**config.mk**
```make
export PLATFORM = sky130hd
export DESIGN_NAME = ewma_shift_detector
export DESIGN_NICKNAME = d
export VERILOG_FILES = /design/src/design/esd_pkg.sv /design/src/design/esd_mul.sv /design/src/design/esd_div.sv /design/src/design/ewma_shift_detector.sv
export SDC_FILE = /design/constraint.sdc
export NUM_CORES = 1
export LEC_CHECK = 0
export ABC_AREA = 0
export BUFFER_PORTS_ARGS = -buffer_cell sky130_fd_sc_hd__buf_4
export CAP_MARGIN = 20
export CORE_MARGIN = 2
export CORE_UTILIZATION = 45
export DETAILED_ROUTE_END_ITERATION = 7
export GPL_TIMING_DRIVEN = 0
export PLACE_DENSITY_LB_ADDON = 0.2
export REMOVE_ABC_BUFFERS = 1
export SYNTH_ARGS = -nofsm -noshare
export SYNTH_HDL_FRONTEND = slang
export SYNTH_SLANG_ARGS = --single-unit
```
**constraint.sdc**
```tcl
create_clock -name i_clk -period 9.6 [get_ports i_clk]
set_input_delay 1.92 -clock i_clk [delete_from_list [all_inputs] [get_ports i_clk]]
set_output_delay 1.92 -clock i_clk [all_outputs]
set_load 0.05 [all_outputs]
```
**src/design/esd_pkg.sv**
```systemverilog
// shared constants, types and codes of the ewma shift detector
package esd_pkg;

    localparam int TRAIN_LEN_DEF   = 5;
    localparam int SAMPLE_BITS_DEF = 8;

    localparam int SAMPLE_W = 8;
    localparam int TS_W     = 16;
    localparam int GAIN_W   = 16;
    localparam int LW_W     = 4;
    localparam int MEAN_W   = 24;
    localparam int VAR_W    = 32;
    localparam int SUM_W    = 40;
    localparam int FRAC_W   = 16;
    localparam int CFG_IW   = 2;
    localparam int CFG_DW   = 16;

    localparam int MUL_AW = 32;
    localparam int MUL_BW = 24;
    localparam int MUL_PW = 50;
    localparam int MUL_NW = 5;
    localparam int DIV_W  = 41;

    localparam logic [MUL_NW-1:0] NB_SQ     = MUL_NW'(MEAN_W);
    localparam logic [MUL_NW-1:0] NB_GAIN   = MUL_NW'(GAIN_W);
    localparam logic [MUL_NW-1:0] NB_GAIN_C = MUL_NW'(GAIN_W + 1);
    localparam logic [MUL_NW-1:0] NB_LW     = MUL_NW'(LW_W);

    localparam logic [MUL_PW-1:0] MUL_ROUND = MUL_PW'(1) << (FRAC_W - 1);
    localparam logic [GAIN_W:0]   GAIN_ONE  = (GAIN_W + 1)'(1) << GAIN_W;

    localparam logic [GAIN_W-1:0] MEAN_GAIN_RST = 16'd5243;
    localparam logic [GAIN_W-1:0] VAR_GAIN_RST  = 16'd655;
    localparam logic [LW_W-1:0]   LIMIT_RST     = 4'd3;

    typedef enum logic [CFG_IW-1:0] {
        CFG_MEAN_GAIN     = 2'd0,
        CFG_VARIANCE_GAIN = 2'd1,
        CFG_LIMIT_WIDTH   = 2'd2
    } t_cfg_idx;

    typedef enum logic [3:0] {
        S_IDLE,
        S_START,
        S_MDIV,
        S_R_DIFF,
        S_R_SQ,
        S_R_MG,
        S_VDIV,
        S_D_DIFF,
        S_D_SQ,
        S_D_MG,
        S_D_LIM,
        S_D_VG1,
        S_D_VG2,
        S_DONE
    } t_state;

    typedef struct packed {
        logic              start;
        logic              acc;
        logic [MUL_NW-1:0] nbits;
        logic [MUL_AW-1:0] a;
        logic [MUL_BW-1:0] b;
    } t_mul_req;

    typedef struct packed {
        logic             start;
        logic [DIV_W-1:0] num;
    } t_div_req;

endpackage

```
**src/design/esd_mul.sv**
```systemverilog
// bit-serial shift-add multiplier with rounding preload and accumulate
module esd_mul (
    input  logic                           i_clk,
    input  logic                           i_rst_n,
    input  esd_pkg::t_mul_req              i_req,
    output logic                           o_done,
    output logic [esd_pkg::MUL_PW-1:0]     o_p
);

    logic                          r_busy, n_busy;
    logic                          r_done, n_done;
    logic [esd_pkg::MUL_NW-1:0]    r_cnt, n_cnt;
    logic [esd_pkg::MUL_PW-1:0]    r_a, n_a;
    logic [esd_pkg::MUL_BW-1:0]    r_b, n_b;
    logic [esd_pkg::MUL_PW-1:0]    r_p, n_p;

    always_comb begin
        n_busy = r_busy;
        n_done = 1'b0;
        n_cnt  = r_cnt;
        n_a    = r_a;
        n_b    = r_b;
        n_p    = r_p;
        if (i_req.start) begin
            n_a    = esd_pkg::MUL_PW'(i_req.a);
            n_b    = i_req.b;
            n_cnt  = i_req.nbits;
            n_p    = i_req.acc ? r_p : esd_pkg::MUL_ROUND;
            n_busy = 1'b1;
        end else if (r_busy) begin
            if (r_b[0]) begin
                n_p = r_p + r_a;
            end
            n_a   = r_a << 1;
            n_b   = r_b >> 1;
            n_cnt = r_cnt - esd_pkg::MUL_NW'(1);
            if (r_cnt == esd_pkg::MUL_NW'(1)) begin
                n_busy = 1'b0;
                n_done = 1'b1;
            end
        end
    end

    always_ff @(posedge i_clk) begin
        if (!i_rst_n) begin
            r_busy <= 1'b0;
            r_done <= 1'b0;
            r_cnt  <= '0;
        end else begin
            r_busy <= n_busy;
            r_done <= n_done;
            r_cnt  <= n_cnt;
        end
    end

    always_ff @(posedge i_clk) begin
        r_a <= n_a;
        r_b <= n_b;
        r_p <= n_p;
    end

    assign o_done = r_done;
    assign o_p    = r_p;

endmodule

```
**src/design/esd_div.sv**
```systemverilog
// restoring divider by the training length, one quotient bit per cycle
module esd_div #(
    parameter int TRAIN_LEN = esd_pkg::TRAIN_LEN_DEF
) (
    input  logic                          i_clk,
    input  logic                          i_rst_n,
    input  esd_pkg::t_div_req             i_req,
    output logic                          o_done,
    output logic [esd_pkg::DIV_W-1:0]     o_quot
);

    localparam int RW    = $clog2(TRAIN_LEN);
    localparam int CNT_W = $clog2(esd_pkg::DIV_W + 1);
    localparam logic [RW:0]      DIVISOR = (RW + 1)'(TRAIN_LEN);
    localparam logic [CNT_W-1:0] STEPS   = CNT_W'(esd_pkg::DIV_W);

    logic                       r_busy, n_busy;
    logic                       r_done, n_done;
    logic [CNT_W-1:0]           r_cnt, n_cnt;
    logic [esd_pkg::DIV_W-1:0]  r_num, n_num;
    logic [RW-1:0]              r_rem, n_rem;
    logic [RW:0]                trial;
    logic                       ge;

    always_comb begin
        trial  = {r_rem, r_num[esd_pkg::DIV_W-1]};
        ge     = (trial >= DIVISOR);
        n_busy = r_busy;
        n_done = 1'b0;
        n_cnt  = r_cnt;
        n_num  = r_num;
        n_rem  = r_rem;
        if (i_req.start) begin
            n_num  = i_req.num;
            n_rem  = '0;
            n_cnt  = STEPS;
            n_busy = 1'b1;
        end else if (r_busy) begin
            n_rem = ge ? RW'(trial - DIVISOR) : trial[RW-1:0];
            n_num = {r_num[esd_pkg::DIV_W-2:0], ge};
            n_cnt = r_cnt - CNT_W'(1);
            if (r_cnt == CNT_W'(1)) begin
                n_busy = 1'b0;
                n_done = 1'b1;
            end
        end
    end

    always_ff @(posedge i_clk) begin
        if (!i_rst_n) begin
            r_busy <= 1'b0;
            r_done <= 1'b0;
            r_cnt  <= '0;
        end else begin
            r_busy <= n_busy;
            r_done <= n_done;
            r_cnt  <= n_cnt;
        end
    end

    always_ff @(posedge i_clk) begin
        r_num <= n_num;
        r_rem <= n_rem;
    end

    assign o_done = r_done;
    assign o_quot = r_num;

endmodule

```
**src/design/ewma_shift_detector.sv**
```systemverilog
// top level: sequencer, training store, ewma state, config and result register
//
// channel  dir  handshake                  payload
// in       in   i_in_valid / o_in_stall    i_sample, i_timestamp
// out      out  o_out_valid / i_out_stall  o_ready_res, o_shift_found, o_timestamp_out,
//                                          o_mean_estimate, o_variance_estimate
// cfg      in   i_cfg_we                   i_cfg_index, i_cfg_data
//
// one request at a time; all multiplies go bit-serially through one shift-add unit
// training request: stores the sample; the last one also runs the 41-step serial divide
// replay request: square and gain multiply per sample, then the serial divide
// detect request: multiplies of 24, 16, 4, 16 and 17 bits
// synchronous active-low reset clears state and loads the register defaults
// a finished result waits in the output register while the next request is taken
module ewma_shift_detector #(
    parameter int TRAIN_LEN   = esd_pkg::TRAIN_LEN_DEF,
    parameter int SAMPLE_BITS = esd_pkg::SAMPLE_BITS_DEF
) (
    input  logic                              i_clk,
    input  logic                              i_rst_n,
    input  logic                              i_in_valid,
    output logic                              o_in_stall,
    input  logic [esd_pkg::SAMPLE_W-1:0]      i_sample,
    input  logic [esd_pkg::TS_W-1:0]          i_timestamp,
    output logic                              o_out_valid,
    input  logic                              i_out_stall,
    output logic                              o_ready_res,
    output logic                              o_shift_found,
    output logic [esd_pkg::TS_W-1:0]          o_timestamp_out,
    output logic [esd_pkg::MEAN_W-1:0]        o_mean_estimate,
    output logic [esd_pkg::VAR_W-1:0]         o_variance_estimate,
    input  logic                              i_cfg_we,
    input  logic [esd_pkg::CFG_IW-1:0]        i_cfg_index,
    input  logic [esd_pkg::CFG_DW-1:0]        i_cfg_data
);

    localparam int XW  = (SAMPLE_BITS < esd_pkg::SAMPLE_W) ? SAMPLE_BITS : esd_pkg::SAMPLE_W;
    localparam int CW  = $clog2(TRAIN_LEN + 1);
    localparam int IW  = $clog2(TRAIN_LEN);
    localparam int TSW = XW + CW;
    localparam logic [CW-1:0] T_C    = CW'(TRAIN_LEN);
    localparam logic [CW-1:0] T_LAST = CW'(TRAIN_LEN - 1);
    localparam logic [esd_pkg::DIV_W-1:0] HALF_T = esd_pkg::DIV_W'(TRAIN_LEN / 2);

    esd_pkg::t_state                r_state, n_state;
    logic [CW-1:0]                  r_count, n_count;
    logic                           r_detect, n_detect;
    logic [CW-1:0]                  r_idx, n_idx;
    logic [XW-1:0]                  r_x, n_x;
    logic [esd_pkg::TS_W-1:0]       r_ts, n_ts;
    logic [XW-1:0]                  r_store [TRAIN_LEN];
    logic [TSW-1:0]                 r_tsum, n_tsum;
    logic [esd_pkg::MEAN_W-1:0]     r_mean, n_mean;
    logic [esd_pkg::VAR_W-1:0]      r_var, n_var;
    logic [esd_pkg::SUM_W-1:0]      r_acc, n_acc;
    logic [esd_pkg::MEAN_W-1:0]     r_e, n_e;
    logic                           r_up, n_up;
    logic [esd_pkg::VAR_W-1:0]      r_s, n_s;
    logic                           r_ready, n_ready;
    logic                           r_flag, n_flag;
    logic [esd_pkg::GAIN_W-1:0]     r_mean_gain;
    logic [esd_pkg::GAIN_W-1:0]     r_var_gain;
    logic [esd_pkg::LW_W-1:0]       r_limit;
    logic                           r_out_valid, n_out_valid;
    logic                           r_o_ready, n_o_ready;
    logic                           r_o_flag, n_o_flag;
    logic [esd_pkg::TS_W-1:0]       r_o_ts, n_o_ts;
    logic [esd_pkg::MEAN_W-1:0]     r_o_mean, n_o_mean;
    logic [esd_pkg::VAR_W-1:0]      r_o_var, n_o_var;

    logic                           store_we;
    esd_pkg::t_mul_req              mul_req;
    esd_pkg::t_div_req              div_req;
    logic                           mul_done;
    logic [esd_pkg::MUL_PW-1:0]     mul_p;
    logic                           div_done;
    logic [esd_pkg::DIV_W-1:0]      div_q;

    logic [XW-1:0]                  xi;
    logic [esd_pkg::MEAN_W-1:0]     xi16;
    logic                           up;
    logic [esd_pkg::MEAN_W-1:0]     e;
    logic [esd_pkg::VAR_W-1:0]      p_sat;
    logic [esd_pkg::MEAN_W-1:0]     delta;
    logic [esd_pkg::MEAN_W-1:0]     mean_step;
    logic [esd_pkg::SUM_W:0]        acc_sum;
    logic [esd_pkg::SUM_W-1:0]      acc_sat;
    logic                           flag_hit;
    logic [esd_pkg::VAR_W-1:0]      q_sat;
    logic [TSW-1:0]                 tsum_next;
    logic [esd_pkg::GAIN_W:0]       vg_c;

    esd_mul u_mul (
        .i_clk   (i_clk),
        .i_rst_n (i_rst_n),
        .i_req   (mul_req),
        .o_done  (mul_done),
        .o_p     (mul_p)
    );

    esd_div #(
        .TRAIN_LEN (TRAIN_LEN)
    ) u_div (
        .i_clk   (i_clk),
        .i_rst_n (i_rst_n),
        .i_req   (div_req),
        .o_done  (div_done),
        .o_quot  (div_q)
    );

    assign o_in_stall = (r_state != esd_pkg::S_IDLE);

    always_comb begin
        // datapath terms shared by the states
        if (r_state == esd_pkg::S_R_DIFF && r_idx != T_C) begin
            xi = r_store[r_idx[IW-1:0]];
        end else begin
            xi = r_x;
        end
        xi16 = esd_pkg::MEAN_W'(xi) << esd_pkg::FRAC_W;
        up   = (xi16 >= r_mean);
        e    = up ? (xi16 - r_mean) : (r_mean - xi16);

        p_sat = (|mul_p[esd_pkg::MUL_PW-1:esd_pkg::FRAC_W+esd_pkg::VAR_W]) ?
                '1 : mul_p[esd_pkg::FRAC_W+esd_pkg::VAR_W-1:esd_pkg::FRAC_W];
        delta     = mul_p[esd_pkg::FRAC_W+esd_pkg::MEAN_W-1:esd_pkg::FRAC_W];
        mean_step = r_up ? (r_mean + delta) : (r_mean - delta);
        acc_sum   = {1'b0, r_acc} +
                    (esd_pkg::SUM_W + 1)'(mul_p[esd_pkg::MUL_PW-1:esd_pkg::FRAC_W]);
        acc_sat   = acc_sum[esd_pkg::SUM_W] ? '1 : acc_sum[esd_pkg::SUM_W-1:0];
        flag_hit  = ((esd_pkg::MUL_PW'(r_e) + esd_pkg::MUL_ROUND) >= mul_p);
        q_sat     = (|div_q[esd_pkg::DIV_W-1:esd_pkg::VAR_W]) ? '1 : div_q[esd_pkg::VAR_W-1:0];
        tsum_next = r_tsum + TSW'(r_x);
        vg_c      = esd_pkg::GAIN_ONE - {1'b0, r_var_gain};

        n_state     = r_state;
        n_count     = r_count;
        n_detect    = r_detect;
        n_idx       = r_idx;
        n_x         = r_x;
        n_ts        = r_ts;
        n_tsum      = r_tsum;
        n_mean      = r_mean;
        n_var       = r_var;
        n_acc       = r_acc;
        n_e         = r_e;
        n_up        = r_up;
        n_s         = r_s;
        n_ready     = r_ready;
        n_flag      = r_flag;
        n_out_valid = r_out_valid;
        n_o_ready   = r_o_ready;
        n_o_flag    = r_o_flag;
        n_o_ts      = r_o_ts;
        n_o_mean    = r_o_mean;
        n_o_var     = r_o_var;
        store_we    = 1'b0;
        mul_req     = '0;
        div_req     = '0;

        if (r_out_valid && !i_out_stall) begin
            n_out_valid = 1'b0;
        end

        case (r_state)
            esd_pkg::S_IDLE: begin
                if (i_in_valid) begin
                    n_x     = i_sample[XW-1:0];
                    n_ts    = i_timestamp;
                    n_state = esd_pkg::S_START;
                end
            end
            esd_pkg::S_START: begin
                n_ready = r_detect;
                n_flag  = 1'b0;
                if (r_detect) begin
                    n_state = esd_pkg::S_D_DIFF;
                end else if (r_count != T_C) begin
                    store_we = 1'b1;
                    n_count  = r_count + CW'(1);
                    n_tsum   = tsum_next;
                    if (r_count == T_LAST) begin
                        div_req.start = 1'b1;
                        div_req.num   = esd_pkg::DIV_W'({tsum_next, {esd_pkg::FRAC_W{1'b0}}})
                                        + HALF_T;
                        n_state       = esd_pkg::S_MDIV;
                    end else begin
                        n_state = esd_pkg::S_DONE;
                    end
                end else begin
                    n_idx   = CW'(1);
                    n_acc   = '0;
                    n_state = esd_pkg::S_R_DIFF;
                end
            end
            esd_pkg::S_MDIV: begin
                if (div_done) begin
                    n_mean  = div_q[esd_pkg::MEAN_W-1:0];
                    n_state = esd_pkg::S_DONE;
                end
            end
            esd_pkg::S_R_DIFF, esd_pkg::S_D_DIFF: begin
                n_e           = e;
                n_up          = up;
                mul_req.start = 1'b1;
                mul_req.nbits = esd_pkg::NB_SQ;
                mul_req.a     = esd_pkg::MUL_AW'(e);
                mul_req.b     = esd_pkg::MUL_BW'(e);
                n_state       = (r_state == esd_pkg::S_R_DIFF) ? esd_pkg::S_R_SQ
                                                               : esd_pkg::S_D_SQ;
            end
            esd_pkg::S_R_SQ: begin
                if (mul_done) begin
                    n_acc         = acc_sat;
                    mul_req.start = 1'b1;
                    mul_req.nbits = esd_pkg::NB_GAIN;
                    mul_req.a     = esd_pkg::MUL_AW'(r_e);
                    mul_req.b     = esd_pkg::MUL_BW'(r_mean_gain);
                    n_state       = esd_pkg::S_R_MG;
                end
            end
            esd_pkg::S_R_MG: begin
                if (mul_done) begin
                    n_mean = mean_step;
                    if (r_idx == T_C) begin
                        div_req.start = 1'b1;
                        div_req.num   = esd_pkg::DIV_W'(r_acc) + HALF_T;
                        n_state       = esd_pkg::S_VDIV;
                    end else begin
                        n_idx   = r_idx + CW'(1);
                        n_state = esd_pkg::S_R_DIFF;
                    end
                end
            end
            esd_pkg::S_VDIV: begin
                if (div_done) begin
                    n_var    = q_sat;
                    n_detect = 1'b1;
                    n_state  = esd_pkg::S_DONE;
                end
            end
            esd_pkg::S_D_SQ: begin
                if (mul_done) begin
                    n_s           = p_sat;
                    mul_req.start = 1'b1;
                    mul_req.nbits = esd_pkg::NB_GAIN;
                    mul_req.a     = esd_pkg::MUL_AW'(r_e);
                    mul_req.b     = esd_pkg::MUL_BW'(r_mean_gain);
                    n_state       = esd_pkg::S_D_MG;
                end
            end
            esd_pkg::S_D_MG: begin
                if (mul_done) begin
                    n_mean        = mean_step;
                    mul_req.start = 1'b1;
                    mul_req.nbits = esd_pkg::NB_LW;
                    mul_req.a     = r_var;
                    mul_req.b     = esd_pkg::MUL_BW'(r_limit);
                    n_state       = esd_pkg::S_D_LIM;
                end
            end
            esd_pkg::S_D_LIM: begin
                if (mul_done) begin
                    n_flag        = flag_hit;
                    mul_req.start = 1'b1;
                    mul_req.nbits = esd_pkg::NB_GAIN;
                    mul_req.a     = r_s;
                    mul_req.b     = esd_pkg::MUL_BW'(r_var_gain);
                    n_state       = esd_pkg::S_D_VG1;
                end
            end
            esd_pkg::S_D_VG1: begin
                if (mul_done) begin
                    mul_req.start = 1'b1;
                    mul_req.acc   = 1'b1;
                    mul_req.nbits = esd_pkg::NB_GAIN_C;
                    mul_req.a     = r_var;
                    mul_req.b     = esd_pkg::MUL_BW'(vg_c);
                    n_state       = esd_pkg::S_D_VG2;
                end
            end
            esd_pkg::S_D_VG2: begin
                if (mul_done) begin
                    n_var   = p_sat;
                    n_state = esd_pkg::S_DONE;
                end
            end
            esd_pkg::S_DONE: begin
                if (!r_out_valid || !i_out_stall) begin
                    n_out_valid = 1'b1;
                    n_o_ready   = r_ready;
                    n_o_flag    = r_flag;
                    n_o_ts      = r_ts;
                    n_o_mean    = r_mean;
                    n_o_var     = r_var;
                    n_state     = esd_pkg::S_IDLE;
                end
            end
            default: begin
                n_state = esd_pkg::S_IDLE;
            end
        endcase
    end

    always_ff @(posedge i_clk) begin
        if (!i_rst_n) begin
            r_state     <= esd_pkg::S_IDLE;
            r_count     <= '0;
            r_detect    <= 1'b0;
            r_tsum      <= '0;
            r_mean      <= '0;
            r_var       <= '0;
            r_out_valid <= 1'b0;
        end else begin
            r_state     <= n_state;
            r_count     <= n_count;
            r_detect    <= n_detect;
            r_tsum      <= n_tsum;
            r_mean      <= n_mean;
            r_var       <= n_var;
            r_out_valid <= n_out_valid;
        end
    end

    always_ff @(posedge i_clk) begin
        r_idx     <= n_idx;
        r_x       <= n_x;
        r_ts      <= n_ts;
        r_acc     <= n_acc;
        r_e       <= n_e;
        r_up      <= n_up;
        r_s       <= n_s;
        r_ready   <= n_ready;
        r_flag    <= n_flag;
        r_o_ready <= n_o_ready;
        r_o_flag  <= n_o_flag;
        r_o_ts    <= n_o_ts;
        r_o_mean  <= n_o_mean;
        r_o_var   <= n_o_var;
    end

    // training store
    always_ff @(posedge i_clk) begin
        if (store_we) begin
            r_store[r_count[IW-1:0]] <= r_x;
        end
    end

    // configuration registers
    always_ff @(posedge i_clk) begin
        if (!i_rst_n) begin
            r_mean_gain <= esd_pkg::MEAN_GAIN_RST;
            r_var_gain  <= esd_pkg::VAR_GAIN_RST;
            r_limit     <= esd_pkg::LIMIT_RST;
        end else if (i_cfg_we) begin
            case (i_cfg_index)
                esd_pkg::CFG_MEAN_GAIN: begin
                    r_mean_gain <= i_cfg_data[esd_pkg::GAIN_W-1:0];
                end
                esd_pkg::CFG_VARIANCE_GAIN: begin
                    r_var_gain <= i_cfg_data[esd_pkg::GAIN_W-1:0];
                end
                esd_pkg::CFG_LIMIT_WIDTH: begin
                    r_limit <= i_cfg_data[esd_pkg::LW_W-1:0];
                end
                default: begin
                end
            endcase
        end
    end

    assign o_out_valid         = r_out_valid;
    assign o_ready_res         = r_o_ready;
    assign o_shift_found       = r_o_flag;
    assign o_timestamp_out     = r_o_ts;
    assign o_mean_estimate     = r_o_mean;
    assign o_variance_estimate = r_o_var;

endmodule

```
==> summary.txt <==
Run status
  • Outcome: finished, violations left
  • Failing checks: DRC

Floorplan
  • Starting Density: between 40% and 50%
  • FP Rows: 95
  • I/O pin count: approximately 120
  • Core Region: 67200 sq um
  • Width of the die: around 260 um
  • Die Y: 265 um
  • Full die area: roughly 70000 sq um

Synthesis
  • Mapped Area: approximately 30000 sq um
  • Post-synth EDFFs: slightly below 400
  • Yosys top cell by area: edfxtp_1
  • Synthesized area per cell: ~9.9 sq um
  • Top cells by area, synth: edfxtp_1, dfxtp_1, ha_1
  • Seq/Total Area, Yosys: 47.9%
  • Syn. warnings: 0
  • Synth top area share: a little under two fifths
  • Cell count after synthesis: ~3100
  • Top FF cell, synth: edfxtp_1
  • Async set-reset flop share out of synthesis: 0%
  • Cell variety after synth: 87
  • Register bit total from synthesis: ~540

Route
  • Drt first pass iters: 8
  • Via density: between 6 and 7
  • Avg WL per Cell: 22.7 um
  • Post-route ant nets: 0
  • Iteration-0 DRC Markers: 2485
  • Routed Wire Length: roughly 92 mm
  • Via Count: 24500
  • DRC viols: 1

Min path
  • WHS Path Cells: 0
  • Hold path start: r_ts[1]
  • Worst Hold Path EP: o_timestamp_out[1]
  • Type of the tightest min-delay check: flop to flop

GRT
  • Tot GR Track Use: between 20% and 30%
  • Largest net degree at the start of global routing: 72
  • Total gr overflow: 0
  • Vias in the first global route: about 24000
  • First-pass GRT wire length: approximately 140 mm
  • Initial antenna violation count: 3

Clock network
  • Post-CTS resize count: 0
  • Clock latency on the worst-skew pair: 630 ps
  • Post-CTS Setup Bufs: 0
  • Cell chosen for the clock root: clkbuf_16
  • TritonCTS clock tree: yes
  • Total CTS buffers: 60
  • Hold_buf cts: 0
  • H-tree depth: 2
  • Clk pin slew, worst setup/hold paths: 70 ps
  • Clk sinks: approximately 540
  • CTS Buffer Depth: 3

STA
  • Slew @ Worst Pin: roughly 1200 ps
  • WHS: about 410 ps
  • Clock skew: about 15 ps
  • Slew margin rel.: between 20% and 30%
  • Max-slew violations: 0
  • Final setup violation count: 0
  • RSZ-0062 raised after global routing: no
  • Fmax: between 0.1 and 0.15 GHz
  • Setup TNS: 0 ps
  • Final Critical Period: 7390 ps
  • Final worst path period share: around 77%
  • Final hold viol count: 0

Setup path
  • Critical path buffer and inverter count: 3
  • R2r setup slk: 2210 ps
  • Crit end category: flop
  • CP startpoint kind: flop
  • Top cell family by delay on the critical path: compound AO/OA/AOI/OAI gates
  • Max incr delay on CP: 980 ps
  • CP Class: flop to flop
  • Critical-path cell list: inv_1 > nor2_1 > nand2_2 > inv_2 > nand3b_1 > a21oi_1 > inv_1 > ha_1 > a21o_1 > a21oi_1 > o21bai_1 > o2111ai_2 > a31oi_4 > o21ai_0 > xor2_1 > o21ai_0
  • Slowest-stage cell, CP: inv_2
  • Crit path DAT: 7710 ps
  • R2r endpoint: u_mul.r_a[12]
  • R2R cell count: 16
  • Worst-path fanout max: 37
  • Reg2reg start: r_state[1]
  • WP data required: just under 10000 ps

Finish
  • Fin nets: 3370
  • Final Cell Area: approximately 35000 sq um
  • # fillers: 5962
  • # diodes: 0
  • Area Overhead vs Synth: 13.5%
  • Share of cells above drive strength 1: roughly a tenth
  • Post-route non-filler standard cell count: between 4000 and 5000

Place
  • Gp weighted congestion: between 0.9 and 1
  • Final HPWL DP: just under 70 mm
  • Area post-placement: 32700 sq um
  • # placed instances: 3954
  • Port bufs: between 100 and 150

Power
  • Sw Share: between 20% and 30%
  • Combinational power share: 18.2%
  • Clk network pwr share: between 30% and 40%
  • Total design power: 6.27 mW
  • LEAKAGE: between 10 and 15 nW
  • PwrDens: around 180 nW/um^2
  • Internal power: ~4.5 mW
  • Switch Pwr: 1.80 mW
  • Worst vdd ir: about 0.00015 V
  • Sequential share of power: about 45%

Run
  • Maxcap violations: 0
-- registers in the layout, summed over array words and instances (netlist names), 24 cells and up, named ones only --
register,flops
r_s,32
r_mean,24
r_e,24
o_mean_estimate,24
u_mul.r_b,24
r_acc,40
r_var,32
u_div.o_quot,41
u_mul.o_p,50
u_mul.r_a,50
o_variance_estimate,32
r_store,40
-- power by group through the flow --
stage               Clock [mW]  Combinational (mW)  Sequential, mW
floorplan                    0               0.722            2.83
global placement             0                1.02            2.85
detailed placement           0                1.10            2.84
CTS                       2.37                1.11            2.80
global route              2.46                1.25            2.81
finish                    2.33                1.14            2.80
-- cell usage after synthesis (all sizes together), types with 24 or more instances --
library cell and instances:
o21ai 213, dfxtp 151, a21o 63, nand4 39, mux2i 42, a31oi 24
a222oi 42, nand2b 25, nor3 32, clkbuf 134, edfxtp 387, a21oi 217
ha 173, nand3 80, xor2 111, nand2 387, or3 39, a21boi 74
xnor2 98, o221ai 39, nor2 234, inv 129
-- layer usage --
layer / GRT usage [%] / part of all wire (%)
met5: 0 / 0.014
met4: 10.6 / 4.3
met3: 3.36 / 6.3
met2: 43.2 / 47
met1: 34.7 / 43
-- stage by stage --
stage	setup WS (ps)	util, %
floorplan	3640	-
global placement	24.6	47.6
detailed placement	2410	48.6
CTS	2360	51.6
global route	1830	51.7
finish	2210	51.7
-- worst max path at each step --
stage	from	end	slack [ps]	cells past startpoint
6_report	r_state[1]	u_mul.r_a[12]	2210	16
3_5_place_dp	r_state[1]	u_mul.r_a[12]	2410	16
2_1_floorplan	i_out_stall	o_mean_estimate[0]	3640	1
4_1_cts	r_state[1]	u_mul.r_a[12]	2360	16
5_1_grt	r_state[1]	u_mul.r_a[12]	1830	16
3_3_place_gp	r_state[0]	r_acc[29]	20	3
-- logic make-up (layout without fill, tap and decap cells) --
group / Yosys count / after routing / synth area share, %
simple gates: 977 / 977 / 14.8
compound gates: 839 / 839 / 18.1
flops: 538 / 538 / 47.9
buf+inv: 285 / 400 / 3.59
xor+xnor: 209 / 209 / 6.01
fa+ha+maj: 178 / 178 / 7.41
mux: 53 / 53 / 2.08
-- cell usage in the layout, fill, tap and decap left out, types with 11 or more instances in the layout --
master / Yosys / layout
and3_1: 23 / 22
nor2b_1: 23 / 23
nand2b_1: 25 / 25
edfxtp_1: 387 / 387
clkbuf_16: 0 / 64
o221ai_1: 39 / 39
xnor2_1: 97 / 97
nand2_1: 387 / 385
xor2_1: 111 / 111
o21bai_1: 14 / 14
a211oi_1: 18 / 18
mux2i_1: 42 / 42
nand3_1: 80 / 77
dfxtp_1: 151 / 150
ha_1: 173 / 173
nand4_1: 39 / 39
a21oi_1: 217 / 215
a222oi_1: 42 / 42
buf_4: 0 / 134
o31ai_1: 16 / 16
clkbuf_1: 133 / 15
or3_1: 39 / 38
o211ai_1: 19 / 19
a31oi_1: 23 / 23
inv_1: 129 / 127
o21ai_0: 207 / 206
nor2_1: 233 / 230
nor3_1: 31 / 30
a21boi_0: 74 / 74
a21o_1: 63 / 63
nor4_1: 13 / 11
and2_1: 23 / 23
-- cell type report --
class | count | area, sq um | area share [%]
inverter | 129 | 484 | 1.40
clock buffer | 90 | 1780 | 5.12
timing repair buffer | 160 | 1550 | 4.48
tap | 873 | 1090 | 3.15
multi-input combinational | 2256 | 14900 | 43.1
clock inverter | 21 | 205 | 0.591
sequential | 538 | 14600 | 42.2
(Power assumes the default switching activity.)
